**config.mk**
```make
export PLATFORM = sky130hd
export DESIGN_NAME = source_text_tokenizer_flat
export DESIGN_NICKNAME = d
export VERILOG_FILES = /design/src/hdl/stt_pkg.sv /design/src/hdl/stt_if.sv /design/src/hdl/source_text_tokenizer.sv /design/src/hdl/stt_fifo.sv /design/src/hdl/stt_front.sv /design/src/hdl/stt_back.sv /design/src/flat_wrapper.sv
export VERILOG_INCLUDE_DIRS = /design/src /design/src/hdl
export SDC_FILE = /design/constraint.sdc
export NUM_CORES = 1
export LEC_CHECK = 0
export ABC_AREA = 1
export BUFFER_PORTS_ARGS = -buffer_cell sky130_fd_sc_hd__buf_2
export CAP_MARGIN = 20
export CORE_MARGIN = 2
export CORE_UTILIZATION = 55
export DETAILED_ROUTE_END_ITERATION = 10
export HOLD_SLACK_MARGIN = 0.03
export PLACE_DENSITY = 0.79
export SLEW_MARGIN = 20
export SYNTH_ARGS = -nofsm -noshare
export SYNTH_HDL_FRONTEND = slang
export SYNTH_HIERARCHICAL = 1
export SYNTH_SLANG_ARGS = --single-unit
```
**constraint.sdc**
```tcl
create_clock -name clk_i -period 4.5 [get_ports clk_i]
set_input_delay 0.9 -clock clk_i [delete_from_list [all_inputs] [get_ports clk_i]]
set_output_delay 0.9 -clock clk_i [all_outputs]
set_load 0.01 [all_outputs]
```
**src/hdl/source_text_tokenizer_assert.svh**
```systemverilog
// Assertion macros for the tokenizer.
`ifndef SOURCE_TEXT_TOKENIZER_ASSERT_SVH
`define SOURCE_TEXT_TOKENIZER_ASSERT_SVH
`ifndef SYNTHESIS
`define STT_ASSERT(name, prop) \
  name: assert property (@(posedge clk_i) disable iff (!rst_ni) prop) \
    else $error("tokenizer check failed");
`define STT_ASSERT_ALWAYS(name, prop) \
  name: assert property (@(posedge clk_i) prop) \
    else $error("tokenizer check failed");
`else
`define STT_ASSERT(name, prop)
`define STT_ASSERT_ALWAYS(name, prop)
`endif
`endif

```
**src/hdl/stt_pkg.sv**
```systemverilog
// Tokenizer package: token kinds, scanner modes, queue entry type, character helpers.
`timescale 1ns / 1ps
package stt_pkg;

  localparam int LEN_W = 6;

  localparam logic [5:0] K_EOF    = 6'd0;
  localparam logic [5:0] K_UNDEF  = 6'd1;
  localparam logic [5:0] K_IDENT  = 6'd2;
  localparam logic [5:0] K_INT    = 6'd3;
  localparam logic [5:0] K_FLOAT  = 6'd4;
  localparam logic [5:0] K_LIT    = 6'd5;
  localparam logic [5:0] K_DIV    = 6'd30;
  localparam logic [5:0] K_ASSIGN = 6'd32;
  localparam logic [5:0] K_GE     = 6'd33;
  localparam logic [5:0] K_GT     = 6'd34;
  localparam logic [5:0] K_LE     = 6'd35;
  localparam logic [5:0] K_NE     = 6'd36;
  localparam logic [5:0] K_LT     = 6'd37;

  localparam int NUM_KW = 15;
  localparam logic [47:0] KW_TXT [NUM_KW] = '{
    48'("class"), 48'("int"), 48'("string"), 48'("float"), 48'("if"),
    48'("else"), 48'("do"), 48'("while"), 48'("repeat"), 48'("until"),
    48'("read"), 48'("write"), 48'("not"), 48'("or"), 48'("and")};
  localparam logic [2:0] KW_LEN [NUM_KW] = '{
    3'd5, 3'd3, 3'd6, 3'd5, 3'd2, 3'd4, 3'd2, 3'd5, 3'd6, 3'd5, 3'd4, 3'd5,
    3'd3, 3'd2, 3'd3};
  localparam logic [5:0] KW_KIND [NUM_KW] = '{
    6'd6, 6'd7, 6'd8, 6'd4, 6'd9, 6'd10, 6'd11, 6'd12, 6'd13, 6'd14, 6'd15,
    6'd16, 6'd17, 6'd18, 6'd19};

  typedef enum logic [9:0] {
    M_IDLE  = 10'b00_0000_0001,
    M_OP    = 10'b00_0000_0010,
    M_LCOM  = 10'b00_0000_0100,
    M_BLOCK = 10'b00_0000_1000,
    M_BSTAR = 10'b00_0001_0000,
    M_IDENT = 10'b00_0010_0000,
    M_ZERO  = 10'b00_0100_0000,
    M_NUM   = 10'b00_1000_0000,
    M_FRAC  = 10'b01_0000_0000,
    M_STR   = 10'b10_0000_0000
  } mode_e;

  typedef enum logic [2:0] {
    B_IDLE  = 3'b001,
    B_FETCH = 3'b010,
    B_OUT   = 3'b100
  } back_e;

  // One queued token: either inline text (operators, eof) or a buffer bank.
  typedef struct packed {
    logic [5:0]       kind;
    logic [LEN_W-1:0] len;
    logic             trunc;
    logic             bank;
    logic             inl;
    logic [7:0]       c0;
    logic [7:0]       c1;
  } cmd_t;

  typedef struct packed {
    logic valid;
    logic bank;
  } release_t;

  function automatic logic is_digit(input logic [7:0] c);
    return (c >= 8'h30) && (c <= 8'h39);
  endfunction

  function automatic logic is_alpha(input logic [7:0] c);
    return ((c >= 8'h61) && (c <= 8'h7a)) || ((c >= 8'h41) && (c <= 8'h5a));
  endfunction

  function automatic logic is_space(input logic [7:0] c);
    return (c == 8'h20) || ((c >= 8'd9) && (c <= 8'd13));
  endfunction

  function automatic logic [5:0] single_kind(input logic [7:0] c);
    logic [5:0] k;
    case (c)
      8'h7b:   k = 6'd20;
      8'h7d:   k = 6'd21;
      8'h2c:   k = 6'd22;
      8'h3b:   k = 6'd23;
      8'h28:   k = 6'd24;
      8'h29:   k = 6'd25;
      8'h2d:   k = 6'd26;
      8'h3d:   k = 6'd27;
      8'h2b:   k = 6'd28;
      8'h2a:   k = 6'd29;
      8'h25:   k = 6'd31;
      default: k = K_UNDEF;
    endcase
    return k;
  endfunction

  // Kind of a held operator character when nothing joins it.
  function automatic logic [5:0] held_alone_kind(input logic [7:0] c);
    logic [5:0] k;
    case (c)
      8'h2f:   k = K_DIV;
      8'h3e:   k = K_GT;
      8'h3c:   k = K_LT;
      default: k = K_UNDEF;
    endcase
    return k;
  endfunction

  // Character i of keyword k; strings sit right-aligned, first char highest.
  function automatic logic [7:0] kw_char(input int k, input logic [2:0] i);
    int sh;
    sh = 8 * (int'(KW_LEN[k]) - 1 - int'(i));
    if (sh < 0) sh = 0;
    return KW_TXT[k][sh +: 8];
  endfunction

endpackage

```
**src/hdl/stt_if.sv**
```systemverilog
// Request channel interfaces: source bytes in, lexeme characters out.
`timescale 1ns / 1ps
interface stt_in_if;
  logic       valid;
  logic       ready;
  logic [7:0] ch;
  logic       at_end;
  modport source (output valid, ch, at_end, input ready);
  modport sink (input valid, ch, at_end, output ready);
endinterface

interface stt_out_if #(parameter int LINE_BITS = 16);
  logic                 valid;
  logic                 ready;
  logic [7:0]           lexeme_char;
  logic                 char_valid;
  logic                 token_end;
  logic [5:0]           token_kind;
  logic [LINE_BITS-1:0] line_number;
  logic                 truncated;
  modport source (output valid, lexeme_char, char_valid, token_end, token_kind,
                  line_number, truncated, input ready);
  modport sink (input valid, lexeme_char, char_valid, token_end, token_kind,
                line_number, truncated, output ready);
endinterface

```
**src/hdl/source_text_tokenizer.sv**
```systemverilog
// Top level of the streaming source text tokenizer.
//
//  channel | dir | handshake     | payload
//  in_i    | in  | valid / ready | ch[7:0], at_end
//  out_o   | out | valid / ready | lexeme_char, char_valid, token_end, token_kind,
//          |     |               | line_number, truncated
//
// Scanner: one byte request per cycle while the token queue has room and its lexeme
// bank is free; a byte that closes one token and yields another parks the second in a
// holding register and blocks input until it is queued. Mid-lexeme it waits for the
// other bank. Emitter: a buffered character is read from its bank, then requested;
// operator, end and empty tokens need no read, and each token is first pulled from queue.
// Reset: scanner idle, line count one, queue empty; buffers need no clearing.
`timescale 1ns / 1ps
`include "source_text_tokenizer_assert.svh"
module source_text_tokenizer import stt_pkg::*; #(
  parameter int MAX_LEXEME = 32,
  parameter int LINE_BITS  = 16
) (
  input  logic      clk_i,
  input  logic      rst_ni,
  stt_in_if.sink    in_i,
  stt_out_if.source out_o
);
  // buffer address covers both banks
  localparam int AW = $clog2(2 * MAX_LEXEME);
  localparam int QW = $bits(cmd_t) + LINE_BITS;

  logic                 q_push, q_full, q_pop, q_valid;
  cmd_t                 push_cmd, q_cmd;
  logic [LINE_BITS-1:0] push_line, q_line;
  logic [QW-1:0]        q_data;
  release_t             rel;
  logic                 we;
  logic [AW-1:0]        waddr;
  logic [7:0]           wdata;

  stt_front #(.MAX_LEXEME(MAX_LEXEME), .LINE_BITS(LINE_BITS), .AW(AW)) u_front (
    .clk_i, .rst_ni, .in_i,
    .push_o(q_push), .push_cmd_o(push_cmd), .push_line_o(push_line),
    .full_i(q_full), .rel_i(rel),
    .we_o(we), .waddr_o(waddr), .wdata_o(wdata)
  );

  // token queue decouples scanning from character playout
  stt_fifo #(.WIDTH(QW)) u_queue (
    .clk_i, .rst_ni,
    .push_i(q_push), .push_data_i({push_line, push_cmd}), .full_o(q_full),
    .pop_i(q_pop), .valid_o(q_valid), .data_o(q_data)
  );

  assign q_cmd  = q_data[$bits(cmd_t)-1:0];
  assign q_line = q_data[QW-1:$bits(cmd_t)];

  stt_back #(.MAX_LEXEME(MAX_LEXEME), .LINE_BITS(LINE_BITS), .AW(AW)) u_back (
    .clk_i, .rst_ni,
    .q_valid_i(q_valid), .q_cmd_i(q_cmd), .q_line_i(q_line), .pop_o(q_pop),
    .rel_o(rel), .we_i(we), .waddr_i(waddr), .wdata_i(wdata), .out_o
  );

  // an empty lexeme is always a single, closing request
  `STT_ASSERT(a_empty_closes, out_o.valid && !out_o.char_valid |-> out_o.token_end)
  // the end token never carries a character
  `STT_ASSERT(a_eof_empty, out_o.valid && out_o.token_kind == K_EOF |-> !out_o.char_valid)
  // the scanner never pushes into a full queue
  `STT_ASSERT(a_no_overflow, q_push |-> !q_full)
  // emitter takes a token only when the queue holds one
  `STT_ASSERT_ALWAYS(a_pop_valid, q_pop |-> q_valid)
endmodule

```
**src/hdl/stt_fifo.sv**
```systemverilog
// Four-entry token queue between scanner and emitter.
`timescale 1ns / 1ps
module stt_fifo #(
  parameter int WIDTH = 8
) (
  input  logic             clk_i,
  input  logic             rst_ni,
  input  logic             push_i,
  input  logic [WIDTH-1:0] push_data_i,
  output logic             full_o,
  input  logic             pop_i,
  output logic             valid_o,
  output logic [WIDTH-1:0] data_o
);
  logic [WIDTH-1:0] mem_q [4];
  logic [1:0] wr_q, wr_d, rd_q, rd_d;
  logic [2:0] cnt_q, cnt_d;

  assign full_o  = (cnt_q == 3'd4);
  assign valid_o = (cnt_q != 3'd0);
  assign data_o  = mem_q[rd_q];

  always_comb begin
    wr_d  = push_i ? wr_q + 2'd1 : wr_q;
    rd_d  = pop_i ? rd_q + 2'd1 : rd_q;
    cnt_d = cnt_q + {2'b00, push_i} - {2'b00, pop_i};
  end

  always_ff @(posedge clk_i or negedge rst_ni) begin
    if (!rst_ni) begin
      wr_q  <= '0;
      rd_q  <= '0;
      cnt_q <= '0;
    end else begin
      wr_q  <= wr_d;
      rd_q  <= rd_d;
      cnt_q <= cnt_d;
    end
  end

  always_ff @(posedge clk_i) begin
    if (push_i) mem_q[wr_q] <= push_data_i;
  end
endmodule

```
**src/hdl/stt_front.sv**
```systemverilog
// Scanner: classifies bytes, builds lexemes into two buffer banks, queues tokens.
`timescale 1ns / 1ps
module stt_front import stt_pkg::*; #(
  parameter int MAX_LEXEME = 32,
  parameter int LINE_BITS  = 16,
  parameter int AW         = 6
) (
  input  logic                 clk_i,
  input  logic                 rst_ni,
  stt_in_if.sink               in_i,
  output logic                 push_o,
  output cmd_t                 push_cmd_o,
  output logic [LINE_BITS-1:0] push_line_o,
  input  logic                 full_i,
  input  release_t             rel_i,
  output logic                 we_o,
  output logic [AW-1:0]        waddr_o,
  output logic [7:0]           wdata_o
);
  localparam logic [LEN_W-1:0] MAXL = LEN_W'(MAX_LEXEME);
  localparam logic [LINE_BITS-1:0] LINE_TOP = '1;

  mode_e                mode_q, mode_d;
  logic [7:0]           held_q, held_d;
  logic                 frac_q, frac_d;
  logic [LEN_W-1:0]     len_q, len_d;
  logic [LINE_BITS-1:0] line_q, line_d, start_q, start_d;
  logic                 wb_q, wb_d;
  logic [NUM_KW-1:0]    kw_q, kw_d;
  logic [1:0]           busy_q, busy_d;
  logic                 sec_v_q;
  cmd_t                 sec_q;
  logic [LINE_BITS-1:0] sec_line_q;

  logic                 accept, bank_mode, redo, app;
  logic [7:0]           c;
  logic [1:0]           n;
  cmd_t                 cmd [2];
  logic [LINE_BITS-1:0] cl [2];

  assign c = in_i.ch;
  assign bank_mode = (mode_q == M_IDENT) || (mode_q == M_ZERO) || (mode_q == M_NUM) ||
                     (mode_q == M_FRAC) || (mode_q == M_STR);
  assign in_i.ready = !sec_v_q && !full_i && !busy_q[wb_q] &&
                      !(bank_mode && busy_q[~wb_q]);
  assign accept = in_i.valid && in_i.ready;

  function automatic logic [5:0] ident_kind(input logic [LEN_W-1:0] len,
                                            input logic [NUM_KW-1:0] kw);
    logic [5:0] k;
    k = K_IDENT;
    if (len <= MAXL) begin
      for (int i = 0; i < NUM_KW; i++) begin
        if (kw[i] && (len == LEN_W'(KW_LEN[i]))) k = KW_KIND[i];
      end
    end
    return k;
  endfunction

  always_comb begin
    mode_d  = mode_q;
    held_d  = held_q;
    frac_d  = frac_q;
    len_d   = len_q;
    line_d  = line_q;
    start_d = start_q;
    wb_d    = wb_q;
    kw_d    = kw_q;
    busy_d  = busy_q;
    redo    = 1'b0;
    app     = 1'b0;
    n       = 2'd0;
    cmd[0]  = '0;
    cmd[1]  = '0;
    cl[0]   = start_q;
    cl[1]   = start_q;
    we_o    = 1'b0;
    waddr_o = '0;
    wdata_o = c;

    if (rel_i.valid) busy_d[rel_i.bank] = 1'b0;

    if (accept) begin
      if (in_i.at_end) begin
        // flush a pending operator, word or number, then the end token; an open string is dropped
        case (mode_q)
          M_OP: begin
            cmd[0] = '{kind: held_alone_kind(held_q), len: LEN_W'(1), trunc: 1'b0,
                       bank: 1'b0, inl: 1'b1, c0: held_q, c1: 8'h00};
            n = 2'd1;
          end
          M_IDENT, M_ZERO, M_NUM, M_FRAC: begin
            cmd[0].kind  = (mode_q == M_IDENT) ? ident_kind(len_q, kw_q) :
                           ((mode_q == M_FRAC) && frac_q) ? K_FLOAT : K_INT;
            cmd[0].len   = (len_q > MAXL) ? MAXL : len_q;
            cmd[0].trunc = (len_q > MAXL);
            cmd[0].bank  = wb_q;
            busy_d[wb_q] = 1'b1;
            wb_d = ~wb_q;
            n = 2'd1;
          end
          default: ;
        endcase
        cmd[n[0]] = '{kind: K_EOF, len: '0, trunc: 1'b0, bank: 1'b0, inl: 1'b1,
                      c0: 8'h00, c1: 8'h00};
        cl[n[0]]  = line_q;
        start_d   = line_q;
        n = n + 2'd1;
        mode_d = M_IDLE;
        held_d = '0;
        frac_d = 1'b0;
        len_d  = '0;
      end else begin
        case (mode_q)
          M_OP: begin
            held_d = '0;
            mode_d = M_IDLE;
            if (held_q == 8'h2f && c == 8'h2f) begin
              mode_d = M_LCOM;
              len_d = '0;
            end else if (held_q == 8'h2f && c == 8'h2a) begin
              mode_d = M_BLOCK;
              len_d = '0;
            end else if (c == 8'h3d &&
                         (held_q == 8'h3a || held_q == 8'h3e || held_q == 8'h3c)) begin
              cmd[0] = '{kind: (held_q == 8'h3a) ? K_ASSIGN :
                               (held_q == 8'h3e) ? K_GE : K_LE,
                         len: LEN_W'(2), trunc: 1'b0, bank: 1'b0, inl: 1'b1,
                         c0: held_q, c1: c};
              n = 2'd1;
            end else if (c == 8'h3e && held_q == 8'h3c) begin
              cmd[0] = '{kind: K_NE, len: LEN_W'(2), trunc: 1'b0, bank: 1'b0,
                         inl: 1'b1, c0: held_q, c1: c};
              n = 2'd1;
            end else begin
              cmd[0] = '{kind: held_alone_kind(held_q), len: LEN_W'(1), trunc: 1'b0,
                         bank: 1'b0, inl: 1'b1, c0: held_q, c1: 8'h00};
              n = 2'd1;
              redo = 1'b1;
            end
          end
          M_LCOM: redo = (c == 8'h0a);
          M_BLOCK: if (c == 8'h2a) mode_d = M_BSTAR;
          M_BSTAR: begin
            if (c == 8'h2f) mode_d = M_IDLE;
            else if (c != 8'h2a) mode_d = M_BLOCK;
          end
          M_IDENT, M_ZERO, M_NUM, M_FRAC: begin
            if ((mode_q == M_IDENT && (is_alpha(c) || is_digit(c))) ||
                (mode_q == M_NUM && is_digit(c))) begin
              app = 1'b1;
            end else if ((mode_q == M_ZERO || mode_q == M_NUM) && c == 8'h2e) begin
              app = 1'b1;
              frac_d = 1'b0;
              mode_d = M_FRAC;
            end else if (mode_q == M_FRAC && is_digit(c)) begin
              app = 1'b1;
              frac_d = 1'b1;
            end else begin
              cmd[0].kind  = (mode_q == M_IDENT) ? ident_kind(len_q, kw_q) :
                             ((mode_q == M_FRAC) && frac_q) ? K_FLOAT : K_INT;
              cmd[0].len   = (len_q > MAXL) ? MAXL : len_q;
              cmd[0].trunc = (len_q > MAXL);
              cmd[0].bank  = wb_q;
              busy_d[wb_q] = 1'b1;
              wb_d   = ~wb_q;
              len_d  = '0;
              frac_d = 1'b0;
              n = 2'd1;
              redo = 1'b1;
            end
          end
          M_STR: begin
            if (c == 8'h22) begin
              cmd[0].kind  = K_LIT;
              cmd[0].len   = (len_q > MAXL) ? MAXL : len_q;
              cmd[0].trunc = (len_q > MAXL);
              cmd[0].bank  = wb_q;
              busy_d[wb_q] = 1'b1;
              wb_d   = ~wb_q;
              len_d  = '0;
              mode_d = M_IDLE;
              n = 2'd1;
            end else begin
              app = 1'b1;
            end
          end
          default: redo = 1'b1;
        endcase

        // byte handled afresh between tokens
        if (redo) begin
          mode_d = M_IDLE;
          if (is_space(c)) begin
            if (c == 8'h0a && line_q != LINE_TOP) line_d = line_q + 1'b1;
          end else begin
            start_d = line_q;
            len_d   = '0;
            kw_d    = '1;
            if (c == 8'h2f || c == 8'h3a || c == 8'h3c || c == 8'h3e) begin
              held_d = c;
              mode_d = M_OP;
            end else if (is_alpha(c)) begin
              app = 1'b1;
              mode_d = M_IDENT;
            end else if (c == 8'h30) begin
              app = 1'b1;
              mode_d = M_ZERO;
            end else if (is_digit(c)) begin
              app = 1'b1;
              mode_d = M_NUM;
            end else if (c == 8'h22) begin
              mode_d = M_STR;
            end else begin
              cmd[n[0]] = '{kind: single_kind(c), len: LEN_W'(1), trunc: 1'b0,
                            bank: 1'b0, inl: 1'b1, c0: c, c1: 8'h00};
              cl[n[0]] = line_q;
              n = n + 2'd1;
            end
          end
        end

        if (app) begin
          if (len_d < MAXL) begin
            we_o    = 1'b1;
            waddr_o = wb_d ? AW'(MAX_LEXEME) + AW'(len_d) : AW'(len_d);
            for (int i = 0; i < NUM_KW; i++) begin
              kw_d[i] = kw_d[i] && (len_d < LEN_W'(KW_LEN[i])) &&
                        (c == kw_char(i, len_d[2:0]));
            end
            len_d = len_d + 1'b1;
          end else begin
            len_d = MAXL + 1'b1;
            kw_d  = '0;
          end
        end
      end
    end
  end

  always_comb begin
    push_o      = 1'b0;
    push_cmd_o  = cmd[0];
    push_line_o = cl[0];
    if (sec_v_q) begin
      push_o      = !full_i;
      push_cmd_o  = sec_q;
      push_line_o = sec_line_q;
    end else if (accept && n != 2'd0) begin
      push_o = 1'b1;
    end
  end

  always_ff @(posedge clk_i or negedge rst_ni) begin
    if (!rst_ni) begin
      mode_q  <= M_IDLE;
      held_q  <= '0;
      frac_q  <= 1'b0;
      len_q   <= '0;
      line_q  <= LINE_BITS'(1);
      start_q <= LINE_BITS'(1);
      wb_q    <= 1'b0;
      kw_q    <= '0;
      busy_q  <= '0;
      sec_v_q <= 1'b0;
    end else begin
      mode_q  <= mode_d;
      held_q  <= held_d;
      frac_q  <= frac_d;
      len_q   <= len_d;
      line_q  <= line_d;
      start_q <= start_d;
      wb_q    <= wb_d;
      kw_q    <= kw_d;
      busy_q  <= busy_d;
      if (sec_v_q && !full_i) sec_v_q <= 1'b0;
      else if (accept && n == 2'd2) sec_v_q <= 1'b1;
    end
  end

  always_ff @(posedge clk_i) begin
    if (accept && n == 2'd2) begin
      sec_q      <= cmd[1];
      sec_line_q <= cl[1];
    end
  end
endmodule

```
**src/hdl/stt_back.sv**
```systemverilog
// Emitter: holds the lexeme buffer banks and plays tokens out one character per request.
`timescale 1ns / 1ps
module stt_back import stt_pkg::*; #(
  parameter int MAX_LEXEME = 32,
  parameter int LINE_BITS  = 16,
  parameter int AW         = 6
) (
  input  logic                 clk_i,
  input  logic                 rst_ni,
  input  logic                 q_valid_i,
  input  cmd_t                 q_cmd_i,
  input  logic [LINE_BITS-1:0] q_line_i,
  output logic                 pop_o,
  output release_t             rel_o,
  input  logic                 we_i,
  input  logic [AW-1:0]        waddr_i,
  input  logic [7:0]           wdata_i,
  stt_out_if.source            out_o
);
  logic [7:0] mem [2*MAX_LEXEME];
  logic [7:0] rd_q;
  logic [AW-1:0] raddr;

  back_e                state_q, state_d;
  cmd_t                 cur_q;
  logic [LINE_BITS-1:0] cur_line_q;
  logic [LEN_W-1:0]     idx_q, idx_d;
  logic                 last;

  assign raddr = cur_q.bank ? AW'(MAX_LEXEME) + AW'(idx_q) : AW'(idx_q);

  always_ff @(posedge clk_i) begin
    if (we_i) mem[waddr_i] <= wdata_i;
    rd_q <= mem[raddr];
  end

  assign last  = (cur_q.len == '0) || (idx_q + 1'b1 == cur_q.len);
  assign pop_o = (state_q == B_IDLE) && q_valid_i;

  assign out_o.valid       = (state_q == B_OUT);
  assign out_o.char_valid  = (cur_q.len != '0);
  assign out_o.token_end   = last;
  assign out_o.token_kind  = cur_q.kind;
  assign out_o.line_number = cur_line_q;
  assign out_o.truncated   = cur_q.trunc;
  assign out_o.lexeme_char = (cur_q.len == '0) ? 8'h00 :
                             cur_q.inl ? (idx_q[0] ? cur_q.c1 : cur_q.c0) : rd_q;

  always_comb begin
    state_d = state_q;
    idx_d   = idx_q;
    rel_o   = '{valid: 1'b0, bank: cur_q.bank};
    case (state_q)
      B_IDLE: begin
        idx_d = '0;
        if (q_valid_i) begin
          state_d = (q_cmd_i.inl || q_cmd_i.len == '0) ? B_OUT : B_FETCH;
        end
      end
      B_FETCH: state_d = B_OUT;
      B_OUT: begin
        if (out_o.ready) begin
          if (last) begin
            rel_o.valid = !cur_q.inl;
            state_d = B_IDLE;
          end else begin
            idx_d = idx_q + 1'b1;
            state_d = cur_q.inl ? B_OUT : B_FETCH;
          end
        end
      end
      default: state_d = B_IDLE;
    endcase
  end

  always_ff @(posedge clk_i or negedge rst_ni) begin
    if (!rst_ni) begin
      state_q <= B_IDLE;
      idx_q   <= '0;
    end else begin
      state_q <= state_d;
      idx_q   <= idx_d;
    end
  end

  always_ff @(posedge clk_i) begin
    if (pop_o) begin
      cur_q      <= q_cmd_i;
      cur_line_q <= q_line_i;
    end
  end
endmodule

```
**src/flat_wrapper.sv**
```systemverilog
// flat-port wrapper written by rule: the top's interface ports become plain ports
module source_text_tokenizer_flat import stt_pkg::*;
#(
  parameter int MAX_LEXEME = 32,
  parameter int LINE_BITS  = 16
)
  (clk_i, rst_ni, in_i_valid, in_i_ch, in_i_at_end, in_i_ready, out_o_valid, out_o_lexeme_char, out_o_char_valid, out_o_token_end, out_o_token_kind, out_o_line_number, out_o_truncated, out_o_ready);
  stt_in_if in_i_i ();
  stt_out_if #(.LINE_BITS(LINE_BITS)) out_o_i ();
  input  logic clk_i;
  input  logic rst_ni;
  input wire logic [$bits(in_i_i.valid)-1:0] in_i_valid;
  input wire logic [$bits(in_i_i.ch)-1:0] in_i_ch;
  input wire logic [$bits(in_i_i.at_end)-1:0] in_i_at_end;
  output wire logic [$bits(in_i_i.ready)-1:0] in_i_ready;
  output wire logic [$bits(out_o_i.valid)-1:0] out_o_valid;
  output wire logic [$bits(out_o_i.lexeme_char)-1:0] out_o_lexeme_char;
  output wire logic [$bits(out_o_i.char_valid)-1:0] out_o_char_valid;
  output wire logic [$bits(out_o_i.token_end)-1:0] out_o_token_end;
  output wire logic [$bits(out_o_i.token_kind)-1:0] out_o_token_kind;
  output wire logic [$bits(out_o_i.line_number)-1:0] out_o_line_number;
  output wire logic [$bits(out_o_i.truncated)-1:0] out_o_truncated;
  input wire logic [$bits(out_o_i.ready)-1:0] out_o_ready;
  assign in_i_i.valid = in_i_valid;
  assign in_i_i.ch = in_i_ch;
  assign in_i_i.at_end = in_i_at_end;
  assign in_i_ready = in_i_i.ready;
  assign out_o_valid = out_o_i.valid;
  assign out_o_lexeme_char = out_o_i.lexeme_char;
  assign out_o_char_valid = out_o_i.char_valid;
  assign out_o_token_end = out_o_i.token_end;
  assign out_o_token_kind = out_o_i.token_kind;
  assign out_o_line_number = out_o_i.line_number;
  assign out_o_truncated = out_o_i.truncated;
  assign out_o_i.ready = out_o_ready;
  source_text_tokenizer #(.MAX_LEXEME(MAX_LEXEME), .LINE_BITS(LINE_BITS)) u_core (.clk_i(clk_i), .rst_ni(rst_ni), .in_i(in_i_i), .out_o(out_o_i));
endmodule
```
==> results.tsv, run 1 <==
metric	value	unit
# DRC	0	
Synth Instances	4086	
number of global-route vias before repair	30400	
final hold viol count	0	
Final Max Tran Viols	0	
mux cell area share after synthesis	0	%
Avg Inst Size Synth	10.1	um^2
Yosys reg bits	878	
post-layout util	62.3	%
CP Max Fanout	8	
hold slack	268	ps
Synth area leader	edfxtp_1	
clk_lat worst skew	670	ps
IO Count	48	
initial drt markers	4273	
footprint of the multi-input gates	0.0127	mm^2
TritonCTS clock tree	done	
Comb pwr share	25.5	%
largest net degree at the start of global routing	167	
P_int	16400	uW
H-Tree Depth	3	
Top FF cell, synth	edfxtp_1	
Setup-failing EPs final	0	
total power	24400	uW
sequential share of the synthesized area	62.4	%
worst vdd ir	0.517	mV
core box area	0.0744	mm^2
RR Startpoint	u_core/u_front/held_q[7]$_DFFE_PN0P_	
number of synthesis warnings	6	
drt wl/cell	21.0	um
min cycle time layout	4290	ps
outcome	finished clean	
clock share of power	31.7	%
WP data arrival	4650	ps
synthesized area	0.0414	mm^2
Total Die Area	0.0775	mm^2
r2r endpoint	u_core/u_back/mem[20][0]$_DFFE_PP_	
layout cells sized above 1	12.9	%
Port Buf Inserts	47	
gr ovfl total	0	
Detailed Route WL	110000	um
clk sink count	878	
Sw Share	32.8	%
sequential cell area	0.0258	mm^2
Compound-Gate Fraction of Synth Area	11.2	%
Worst setup endpoint	u_core/u_back/mem[20][0]$_DFFE_PP_	
EDFF count, synth	778	
R2R depth	25	
area delta synth->final	12.0	%
Max-slew headroom	26.3	%
top post-synthesis cells by area	edfxtp_1, nand2_1, dfrtp_1	
RePlAce Congestion	0.984	
Adder-Cell Fraction of Synth Area	0.834	%
Die Span X	278	um
Clk Tree Root Cell	clkbuf_16	
CP startpoint	u_core/u_front/held_q[7]$_DFFE_PN0P_	
Clock Pin Slew Worst Setup and Hold Paths	60	ps
Seq pwr share	42.8	%
antenna violations before repair	0	
first drt pass iteration count	6	
first-pass GRT wire length	170000	um
FFs w/ async S/R, synth	10.5	%
initial core utilization	55.6	%
critical path data required time	4860	ps
R2R setup slack	210	ps
final net count	4243	
most frequent cells in the layout	nand2_1, edfxtp_1, nor2_1	
FILL cells	5544	
Sw Pwr	8000	uW
skew final	42.9	ps
vias per cell	5.97	
largest family of logic cells by synthesized area	simple AND/OR/NAND/NOR gates	
unrepaired setup endpoints after global routing	no	
CP Launch Type	register	
via count	31300	
Power Dens Cells	526	mW/mm^2
Die Span Y	278	um
Yosys top cell area share	56.4	%
Post-DRT Antenna Nets	0	
clk buf depth	3	
commonest non-fill, non-tap cell in the layout	nand2_1	
gr usage total	28.2	%
leakage power	0.0183	uW
# Max-Cap Violations	0	
num rows	100	
Netlist cell types	77	
n_diodes	0	
Highest Clock Rate	233	MHz
DP HPWL	68000	um
worst min path class	in2async	
Crit. End Element	register	
TritonCTS buffer count	90	
worst setup path category	reg2reg	
Tcrit/Tclk final	95.3	%
Simple-Gate Fraction of Synth Area	18.0	%
Worst Tran Pin Value	1110	ps
XOR/XNOR Fraction of Synth Area	0.614	%
[layer usage]
metal | global-route usage [%] | up-vias | routed length (um)
met4 | 12.5 | 0 | 4750
met2 | 45.8 | 1873 | 52100
met5 | 0 | - | 0
li1 | - | 14300 | -
met3 | 4.60 | 298 | 10700
met1 | 37.6 | 14800 | 42400
[layout make-up]
cell class,count,share of cell area [%]
clock buffers,107,5.04
clock inverters,59,1.59
inverters,407,3.32
multi-input cells,2570,27.4
flip-flops and latches,878,55.7
well taps,969,2.62
repair buffers,256,4.26
[worst min path at each step]
stage	start	to	slack, ps	cells past startpoint
after floorplan	u_core/u_front/line_q[2]$_DFFE_PN0P_	u_core/u_front/line_q[2]$_DFFE_PN0P_	440	1
after global placement	u_core/u_front/line_q[2]$_DFFE_PN0P_	u_core/u_front/line_q[2]$_DFFE_PN0P_	450	1
after detailed placement	u_core/u_front/line_q[4]$_DFFE_PN0P_	u_core/u_front/line_q[4]$_DFFE_PN0P_	460	1
after CTS	rst_ni	u_core/u_front/line_q[9]$_DFFE_PN0P_	260	1
after global routing	rst_ni	u_core/u_front/line_q[8]$_DFFE_PN0P_	310	1
final	rst_ni	u_core/u_front/line_q[8]$_DFFE_PN0P_	270	1
[synthesized netlist by cell type (6+ instances only)]
library cell	count
edfxtp_1	778
nor2_4	8
xor2_1	28
o211ai_1	25
nor2_1	506
o2111ai_1	35
a32o_1	6
buf_2	59
nand2_2	24
nand2_4	15
buf_1	7
nor3_1	43
buf_4	39
nand4_1	28
nand3_2	8
dfrtp_1	88
nor4_1	6
a21oi_1	131
o31ai_1	7
o22ai_1	137
o21ai_0	370
dfxtp_1	8
o21ai_1	40
buf_6	26
ha_1	26
nand2_1	796
nor2_2	21
clkbuf_1	96
inv_1	372
inv_2	29
nand3_1	221
a22oi_1	8
a21boi_1	7
[timing repair]
action                     in CTS  in global routing
setup endpoints to repair       0                  8
setup buffers                   0                  1
hold buffers                    0                  0
resized for setup               0                  1
hold endpoints to repair        0                  0
[stage by stage]
stage / instance area (um^2) / std cells / setup WS [ps] / TNS (ps)
after global routing: 46400 / 5246 / 63.1 / 0
after global placement: 43300 / 5078 / 5.80 / 0
after CTS: 46400 / 5245 / 242 / 0
final: 46400 / 5246 / 211 / 0
after detailed placement: 43300 / 5079 / -97.9 / -778
after floorplan: 41400 / 4087 / 19.8 / 0
[critical path: stages, from the launching register on]
cell and delay [ps]:
dfrtp_1 410, nor2_1 170, nand2_1 90, nor3_2 450, nand2_1 200, nand2_4 140, nor2_4 50, nand2_4 70
nand2_4 60, nor2_8 100, nand2_4 70, nand2_4 70, inv_2 40, nor3_1 230, nor2_2 70, inv_1 100
nor2_1 70, buf_4 140, inv_1 110, nor2_1 110, buf_4 160, nor3_1 250, nand2_1 160, buf_4 180
nor2_1 240, buf_4 250
[sequential cells by signal, indices dropped and copies added, names as in the netlist, 3 cells and up]
name,flops
u_core/u_back/mem,512
u_core/u_queue/mem_q,188
u_core/u_back/cur_q,23
u_core/u_back/out_o.line_number,16
u_core/u_front/line_q,16
u_core/u_front/sec_line_q,16
u_core/u_front/start_q,16
u_core/u_front/kw_q,15
u_core/u_front/sec_q,15
u_core/u_front/mode_q,10
u_core/u_back/rd_q,8
u_core/u_front/held_q,8
u_core/u_back/idx_q,6
u_core/u_back/out_o.token_kind,6
u_core/u_front/len_q,6
u_core/u_back/state_q,3
u_core/u_queue/cnt_q,3
[power by group through the flow]
stage / sequential, uW / clock [uW] / combinational (uW)
final: 10400 / 7730 / 6220
after floorplan: 10500 / 0 / 4300
after CTS: 10400 / 7790 / 6140
after global placement: 10500 / 0 / 5910
after detailed placement: 10600 / 0 / 6060
after global routing: 10500 / 8100 / 6790
[cell families (layout without fill, tap and decap cells)]
kind of cell / count (synthesis) / count (layout)
compound gates: 805 / 805
xor+xnor: 29 / 29
fa+ha+maj: 27 / 27
buf+inv: 639 / 829
flops: 878 / 878
other cells: 1 / 2
simple gates: 1707 / 1707
Power figures use the tool's default switching activity.
==> inputs of run 2 (changes only) <==
==> constraint.sdc (replaced) <==
create_clock -name clk_i -period 4.5 [get_ports clk_i]
set_input_delay 0.45 -clock clk_i [delete_from_list [all_inputs] [get_ports clk_i]]
set_output_delay 0.45 -clock clk_i [all_outputs]
set_load 0.01 [all_outputs]
==> run 2 against run 1 <==
  * Die area stayed put
  * Sequential share of layout area up 0.86 points
  * Clock skew is 7.1 ps higher
  * Worst setup slack better by 49 ps
  * Critical path depth decreased by 2
  * Sequential power about the same
  * First-iteration DRC count is 2.4% higher
  * Core utilization down 0.95 points
  * Critical endpoint is now u_core/u_front/kw_q[2]$_DFFE_PN0P_
==> results.tsv, run 2 (same netlist as run 1, synthesis figures left out) <==
metric	value	unit
Clock Pin Slew Worst Setup and Hold Paths	60	ps
biggest regs	u_core/u_back/mem: 512 flops, u_core/u_queue/mem_q: 188 flops, u_core/u_back/cur_q: 23 flops	
final instance area	0.0457	mm^2
core box area	0.0744	mm^2
most frequent cells in the layout	nand2_1, edfxtp_1, nor2_1	
Detailed Route WL	107000	um
Final TNS setup	0	ps
n_diodes	0	
Largest register FFs	512	
RR Startpoint	u_core/u_front/mode_q[0]$_DFFE_PN1P_	
antenna violations before repair	0	
CP Launch Type	register	
initial core utilization	55.6	%
TritonCTS clock tree	done	
number of global-route vias before repair	29500	
final hold viol count	0	
leakage power	0.0179	uW
clk_lat worst skew	670	ps
FILL cells	5710	
P_int	15700	uW
min-delay src	out_o_ready	
initial drt markers	4374	
Sw Pwr	7990	uW
Die Span Y	278	um
CP startpoint	u_core/u_front/mode_q[0]$_DFFE_PN1P_	
IO Count	48	
gr usage total	27.5	%
gr ovfl total	0	
Total Die Area	0.0775	mm^2
Hold Path Depth	3	
num rows	100	
clock share of power	29.9	%
TritonCTS buffer count	90	
vias per cell	5.97	
Max-slew headroom	34.4	%
H-Tree Depth	3	
first-pass GRT wire length	166000	um
hold path endpoint	u_core/u_back/state_q[0]$_DFFE_PN1P_	
placed cell area	0.0428	mm^2
Clk Tree Root Cell	clkbuf_16	
drt wl/cell	20.6	um
most flop-heavy register	u_core/u_back/mem	
worst min path class	in2reg	
Die Span X	278	um
r2r endpoint	u_core/u_front/kw_q[2]$_DFFE_PN0P_	
Highest Clock Rate	236	MHz
# Max-Cap Violations	0	
Power Dens Cells	518	mW/mm^2
# DRC	0	
clk buf depth	3	
min cycle time layout	4240	ps
Final Max Tran Viols	0	
RePlAce Congestion	0.965	
Tcrit/Tclk final	94.2	%
area delta synth->final	10.3	%
skew final	50.0	ps
via count	31000	
commonest non-fill, non-tap cell in the layout	nand2_1	
first drt pass iteration count	6	
critical path data required time	5060	ps
Post-DRT Antenna Nets	0	
final net count	4185	
outcome	finished clean	
Sw Share	33.8	%
Crit. End Element	register	
unrepaired setup endpoints after global routing	no	
hold slack	89.5	ps
largest net degree at the start of global routing	165	
WP data arrival	4800	ps
Port Buf Inserts	47	
layout cells sized above 1	11.7	%
R2R depth	23	
worst setup path category	reg2reg	
Worst Tran Pin Value	985	ps
DP HPWL	66800	um
R2R setup slack	260	ps
CP Max Fanout	9	
clk sink count	878	
worst vdd ir	0.412	mV
Comb pwr share	25.8	%
Setup-failing EPs final	0	
Seq pwr share	44.3	%
Setup Fix Bufs, Post-CTS	0	
post-layout util	61.3	%
-- run 2: through the flow --
step | setup WS [ps] | std cells | power, uW
3_3_place_gp | 301 | 5021 | 16400
4_1_cts | 278 | 5189 | 23600
5_1_grt | 0.560 | 5189 | 24700
2_1_floorplan | 456 | 4087 | 14800
6_report | 260 | 5189 | 23700
3_5_place_dp | 145 | 5021 | 16600
-- run 2: worst max-delay path, stage by stage, from the launching register on --
cell,delay (ps)
dfstp_2,370
nor2_1,160
nand2_1,140
inv_2,110
nand4_1,240
nand2_2,220
nor2_8,70
nand2_2,140
nor2_4,60
nor2_8,140
nand2_4,70
nand2_4,90
buf_4,190
nand3_2,170
inv_1,260
ha_1,290
inv_1,110
ha_1,310
nor2_1,110
xor2_1,180
o211ai_1,110
nor4_1,300
nand3_1,110
a22oi_1,140
-- run 2: cell type report --
cell class / instances / area [um^2] / area share, %
clock inverters: 50 / 408 / 0.893
repair buffers: 198 / 1490 / 3.26
flip-flops and latches: 878 / 25800 / 56.6
multi-input cells: 2570 / 12700 / 27.9
inverters: 407 / 1540 / 3.37
clock buffers: 117 / 2430 / 5.33
well taps: 969 / 1210 / 2.66
-- run 2: routing by layer --
layer / routed length, um / up-vias / share of wire (%) / track usage [%]
li1: - / 14200 / - / -
met1: 42000 / 14700 / 39 / 37.0
met2: 50600 / 1761 / 47 / 44.8
met3: 10100 / 285 / 9.4 / 4.29
met4: 4430 / 0 / 4.1 / 11.9
met5: 0 / - / 0 / 0
-- run 2: how the worst max path moves through the flow --
stage                                           end  cells past startpoint
2_1_floorplan  u_core/u_queue/mem_q[1][0]$_DFFE_PP_                     19
3_3_place_gp     u_core/u_back/mem[15][7]$_DFFE_PP_                     24
3_5_place_dp     u_core/u_back/mem[15][3]$_DFFE_PP_                     23
4_1_cts          u_core/u_back/mem[15][3]$_DFFE_PP_                     23
5_1_grt          u_core/u_front/kw_q[2]$_DFFE_PN0P_                     23
6_report         u_core/u_front/kw_q[2]$_DFFE_PN0P_                     23
-- run 2: repair_timing --
item | in CTS | in global routing
hold buffers | 1 | 0
resized for setup | 0 | 4
setup endpoints to repair | 0 | 115
endpoints found under the hold margin | 68 | 0
-- run 2: power by group through the flow --
stage	combinational (uW)	clock, uW	sequential, uW
after global routing	6660	7460	10500
after detailed placement	5940	0	10600
final	6100	7080	10500
after global placement	5790	0	10600
after floorplan	4300	0	10500
after CTS	6000	7160	10500
